$ cat config.mk
export PLATFORM = sky130hd
export DESIGN_NAME = rblpf_cell
export DESIGN_NICKNAME = d
export VERILOG_FILES = /design/src/hdl/recent_block_lru_prefetch_filter_defines.svh /design/src/hdl/rblpf_pkg.sv /design/src/hdl/rblpf_cell.sv
export SDC_FILE = /design/constraint.sdc
export NUM_CORES = 1
export LEC_CHECK = 0
export BUFFER_PORTS_ARGS = -buffer_cell sky130_fd_sc_hd__clkbuf_2
export CORE_AREA = 2 2 160 162
export CTS_CLUSTER_DIAMETER = 80
export CTS_CLUSTER_SIZE = 30
export DETAILED_ROUTE_END_ITERATION = 10
export DIE_AREA = 0 0 162 164
export GPL_TIMING_DRIVEN = 0
export PLACE_DENSITY = 0.5
export SYNTH_ARGS = -nofsm -noshare
export SYNTH_HDL_FRONTEND = slang
export SYNTH_SLANG_ARGS = --single-unit
$ cat constraint.sdc
create_clock -name clock -period 3.3 [get_ports clock]
set_input_delay 0.66 -clock clock [delete_from_list [all_inputs] [get_ports clock]]
set_output_delay 0.66 -clock clock [all_outputs]
set_load 0.005 [all_outputs]
$ cat src/hdl/recent_block_lru_prefetch_filter_defines.svh
// Assertion macros shared by the recent-block filter RTL.
`ifndef RECENT_BLOCK_LRU_PREFETCH_FILTER_DEFINES_SVH
`define RECENT_BLOCK_LRU_PREFETCH_FILTER_DEFINES_SVH

// Clocked check, muted while reset is high.
`define RBLPF_ASSERT(lbl, prop, msg) \
   lbl: assert property (@(posedge clock) disable iff (reset) prop) else $error(msg);

// Clocked check that also runs through reset.
`define RBLPF_ASSERT_RST(lbl, prop, msg) \
   lbl: assert property (@(posedge clock) prop) else $error(msg);

`endif

$ cat src/hdl/rblpf_pkg.sv
// Types and constants of the recent-block LRU prefetch filter.
`default_nettype none
package rblpf_pkg;

   localparam int LRU_ENTRIES_DEF = 64;
   localparam int CAP_W           = 7;
   localparam int VERDICT_W       = 3;

   typedef struct packed {
      logic [31:0] tablespace;
      logic [31:0] database;
      logic [31:0] relation;
      logic [1:0]  fork_num;
      logic [31:0] block;
   } key_type;

   typedef enum logic {
      FUNC_CLASSIFY = 1'b0,
      FUNC_CLEAR    = 1'b1
   } func_type;

   typedef enum logic [VERDICT_W-1:0] {
      VERDICT_NO_KEY     = 3'd0,
      VERDICT_RECENT     = 3'd1,
      VERDICT_CACHED     = 3'd2,
      VERDICT_FULL_IMAGE = 3'd3,
      VERDICT_INIT_PAGE  = 3'd4,
      VERDICT_PREFETCH   = 3'd5,
      VERDICT_CLEARED    = 3'd6
   } verdict_type;

   // Broadcast from the controller to every cell.
   typedef struct packed {
      logic update;   // classify beat with a key, cells may shift
      logic clear;    // drop every entry
      logic miss;     // no cell matched the key
   } cell_ctl_type;

endpackage
`default_nettype wire

$ cat src/hdl/rblpf_cell.sv
// One recency position of the LRU chain: a key, its valid bit and the hit carry.
`default_nettype none
module rblpf_cell #(
   parameter int INDEX = 0
) (
   input  wire logic                        clock,
   input  wire logic                        reset,
   input  wire rblpf_pkg::cell_ctl_type     ctl,
   input  wire logic [rblpf_pkg::CAP_W-1:0] capacity,
   input  wire rblpf_pkg::key_type          req_key,
   input  wire rblpf_pkg::key_type          prev_key,
   input  wire logic                        prev_valid,
   input  wire logic                        carry_in,
   output rblpf_pkg::key_type               key_o,
   output logic                             valid_o,
   output logic                             hit_o,
   output logic                             carry_out
);
   import rblpf_pkg::*;

   key_type key_ff;
   key_type key_in;
   logic    valid_ff;
   logic    valid_in;
   logic    shift;
   logic    keep;

   assign hit_o     = valid_ff & (key_ff == req_key);
   // Carry: a hit at this position or further from the head.
   assign carry_out = hit_o | carry_in;
   // On a miss every position moves back; on a hit only those up to the hit.
   assign shift     = ctl.miss | carry_out;
   // Positions at or past the capacity drop out on a miss; position 0 always stays.
   assign keep      = (INDEX == 0) || (32'(INDEX) < 32'(capacity));

   assign key_in   = prev_key;
   assign valid_in = prev_valid & (keep | ~ctl.miss);

   always_ff @(posedge clock) begin
      if (reset) begin
         valid_ff <= 1'b0;
      end else if (ctl.clear) begin
         valid_ff <= 1'b0;
      end else if (ctl.update && shift) begin
         valid_ff <= valid_in;
      end
   end

   always_ff @(posedge clock) begin
      if (ctl.update && shift) begin
         key_ff <= key_in;
      end
   end

   assign key_o   = key_ff;
   assign valid_o = valid_ff;

endmodule
`default_nettype wire

# Yosys cells after proc, flatten, opt, wreduce, memory -nomap -nowiden
# Cells that the tools add are included.
[op_classes]
n_reduce_logical = 2
bitwise = 3
n_eq_ne = 1
[op_table]
columns = ["op", "count"]
rows = [
  ["$eq A130 B130 Y1", 1],
  ["$or A1 B1 Y1", 2],
  ["$reduce_or A2 Y1", 1],
  ["$and A1 B1 Y1", 1],
  ["$logic_and A1 B1 Y1", 1],
]
[word_totals]
wordCells = 12
reg_bits = 131
output_inout_bits = 133
in_bits = 274

# Longest topological paths before layout
[depth]
ltp_word = 5
ltp_mapped = 8
mapped_depth_nobuf = 8

# Least setup slack after synthesis
# Ideal clock, no wire load.
[synth_timing]
kind = "input port to flip-flop"
start = "in req_key[108] in the netlist's numbering"
end = "reg key_ff (netlist bit key_o[0]) (enable)"
arrival_time_ns = 2.838
slack_ns = 0.063
stages = 7
setup_time_ns = 0.399
t_required_ns = 2.901
n_path_buf = 0
cell_sequence = "nor2b_1 > a2111oi_0 > nand4_1 > nor4_4 > nand4_1 > nor2_2 > o31a_4"
[synth_between]
elab_chain_cells = 5
[synth_rtl]
columns = ["element", "line_no", "rtl"]
rows = [
  ["start, declared", "rblpf_cell.sv:10", "input wire rblpf_pkg::key_type req_key,"],
  ["$eq A130 B130 Y1", "rblpf_cell.sv:28", "assign hit_o = valid_ff & (key_ff == req_key);"],
  ["$and A1 B1 Y1", "rblpf_cell.sv:28", ""],
  ["net hit_o", "rblpf_cell.sv:16", "output logic hit_o,"],
  ["$or A1 B1 Y1", "rblpf_cell.sv:30", "assign carry_out = hit_o | carry_in;"],
  ["$or A1 B1 Y1", "rblpf_cell.sv:32", "assign shift = ctl.miss | carry_out;"],
  ["$logic_and A1 B1 Y1", "rblpf_cell.sv:50", "if (ctl.update && shift) begin"],
  ["end signal, assigned", "rblpf_cell.sv:51", "key_ff <= key_in;"],
  ["end, declared", "rblpf_cell.sv:21", "key_type key_ff;"],
]
# The timed path passes the listed nets, and every way through them passes these cells.
# A chain may end at the register's enable or synchronous reset.

# Worst setup path in the final report
[layout_timing]
start = "reg key_ff (netlist bit key_o[64])"
end = "out carry_out"
[layout_between]
elab_chain_cells = 3
[layout_rtl]
columns = ["element", "line_no", "rtl"]
rows = [
  ["$eq A130 B130 Y1", "rblpf_cell.sv:28", ""],
  ["$and A1 B1 Y1", "rblpf_cell.sv:28", ""],
  ["$or A1 B1 Y1", "rblpf_cell.sv:30", ""],
  ["end, declared", "rblpf_cell.sv:17", "output logic carry_out"],
]
# Every way passes these cells.

==> qor.yml <==
path_class: "register to output port"
synth_seq_cells: 131
dieHeight_um: 164
max_slew_margin_pct: 58.2
max_freq_mhz: 301
clk_pin_slew_ns: 0.06
first_global_vias: 5034
power_density_nw_per_um2: 537
fp.dieW_um: 162
synth_flop_cell: "edfxtp_1"
fp.dieArea_um2: 26600
final_cell_mix: "399 x clkbuf_2, 130 x edfxtp_1, 56 x inv_1"
num-fill-cells: 2549
grt_pass1_wl_um: 30100
synth_cells: 384
cts_root_buf: "clkbuf_16"
min_period_ns: 3.32
tritoncts: "yes"
area_growth_pct: 57.6
postSynthAreaPerCell_um2: 14.7
whs_ns: 0.418
violations: "negative setup slack"
yosysTopAreaCellShare_pct: 69.0
synth_compound_area_share_pct: 7.66
h-tree-depth: 4
diodes: 0
rsz0062_at_grt: "yes"
synth_fp_nets: 658
irDropWorstVdd_uv: 344
synth.area.mux_share_pct: 0.177
cts_hold_buf: 0
io_buffers: 399
r2r_start: "key_o[64]"
async_flop_share_pct: 0
finalHoldViolations: 0
antenna_found_initial: 1
finalSetupViolations: 1
outcome: "complete, but fails checks"
synth_xor_area_share_pct: 10.2
clockBufferDepth: 2
num_vias: 4792
synth_fa_ha_area_share_pct: 0
drt-initial-drc-count: 240
clock_skew_ns: 0.0114
drv_cap: 0
netlist_area_um2: 5650
cts_sinks: 131
initial_utilization_pct: 22.8
period_share_pct: 101
p_leak_nw: 4.03
fin_nets: 1089
final_common_cell: "clkbuf_2"
min_from: "prev_key[70]"
drc_errors: 0
numCtsBuffers: 17
io_pins: 407
place_hpwl_um: 18300
synth_area_leader_cell: "edfxtp_1"
wl_per_cell_um: 19.1
worst_slack_ns: -0.0237
cp.required_ns: 2.64
worst_slew_pin_slew_ns: 0.626
worstSkewPairLatency_ns: 0.41
grt_max_degree: 61
gp_congestion: 0.819
drive_gt1_share_pct: 55.4
postRouteAntennaNets: 0
ys_top_cells_by_area: "edfxtp_1 69%, xnor2_1 5.9%, xor2_1 4.3%, inv_1 3.7%, nor2b_1 2.9%"
vias_per_cell: 4.14
slew_violations: 0
drt-pass1-iter-count: 4
coreArea_um2: 24800
start_kind: "register"
ys_seq_area_share_pct: 69.4
critPathArrivalTime_ns: 2.66
synth-edff-count: 130
num_rows: 58
pre_cts_ws_ns: -0.574
yosysWarnings: 0
synth_top_family_by_area: "XOR/XNOR gates"
netlist-cell-type-count: 30
routed_wirelength_um: 22200
crit_start: "key_o[64]"
grt_usage_pct: 15.9
synth_simple_gate_area_share_pct: 8.83
total_power_w: 0.00479
hold_class: "input port to register"
grt-ovfl-total: 0
crit_path_end_kind: "output port"
cp_max_fo: 3
==> synthesized netlist by cell type (all sizes together) (2+ instances only) <==
library cell / count
a2111oi: 11
a221oi: 11
or4: 2
nor4: 12
xor2: 28
nor2b: 26
inv: 56
xnor2: 38
nor2: 4
o22ai: 20
edfxtp: 130
nand2b: 8
and2b: 3
nand4: 17
o2111ai: 3
o2bb2ai: 4
nand2: 2
==> layer usage <==
metal,global-route usage (%),vias to the layer above,routed length (um)
li1,-,2312,-
met1,17.9,2208,8700
met2,28.6,260,11400
met3,5.56,12,1830
met4,4.02,0,229
met5,0,-,0
==> state kept, by name, indices dropped and copies added (netlist names) <==
register  flops
key_o       130
valid_o       1
==> critical path, cell delays in order, from the launching register on <==
cell and delay (ns):
edfxtp_1 0.41, nor2b_1 0.16, a2111oi_0 0.47, nand4_1 0.35, nor4_4 0.34, nand4_1 0.16, nor2_4 0.15, or2_2 0.12
clkbuf_2 0.10
==> kinds of logic (layout without fill, tap and decap cells) <==
kind of cell,after synthesis,after routing
xor+xnor,66,66
mux,1,1
flops,131,131
buf+inv,56,500
compound gates,53,53
simple gates,77,77
==> power by group <==
part | switching, W | internal (W)
registers | 0.000112 | 0.00200
clock network | 0.000758 | 0.00127
logic | 0.000307 | 0.000338
==> final cells by class <==
type	count	area [um^2]	share of cell area, %
Clock buffer	17	425	4.77
Sequential cell	131	3920	44.0
Timing Repair Buffer	412	2170	24.3
Inverter	56	210	2.36
Multi-Input combinational cell	197	1570	17.6
Clock inverter	15	201	2.26
Tap cell	330	413	4.63
==> final timing paths <==
path	endpoint	slack, ns	depth (start not counted)
worst min-delay path	key_o[70]	0.42	1
worst max register to register	key_o[66]	0.23	9
worst min register to register	valid_o	0.50	2
worst max-delay path	carry_out	-0.02	8
==> per-stage QoR <==
stage | std cells | TNS [ns] | area [um^2] | util (%)
detailed placement | 1115 | -67.97 | 8120 | 32.7
global route | 1158 | -0.342 | 8910 | 35.9
floorplan | 384 | 0 | 5650 | -
global placement | 1113 | -186.37 | 8060 | 32.5
finish | 1158 | -0.0237 | 8910 | 35.9
CTS | 1148 | -0.247 | 8790 | 35.4
==> repair_timing <==
item | CTS | global route
cloned | 0 | 2
pin swaps | 3 | 2
setup buffers | 1 | 8
endpoints found under the setup margin | 120 | 120
gates resized for setup | 9 | 3
hold endpoints to repair | 0 | 0
Note: power is estimated with default switching activity, not from simulation.
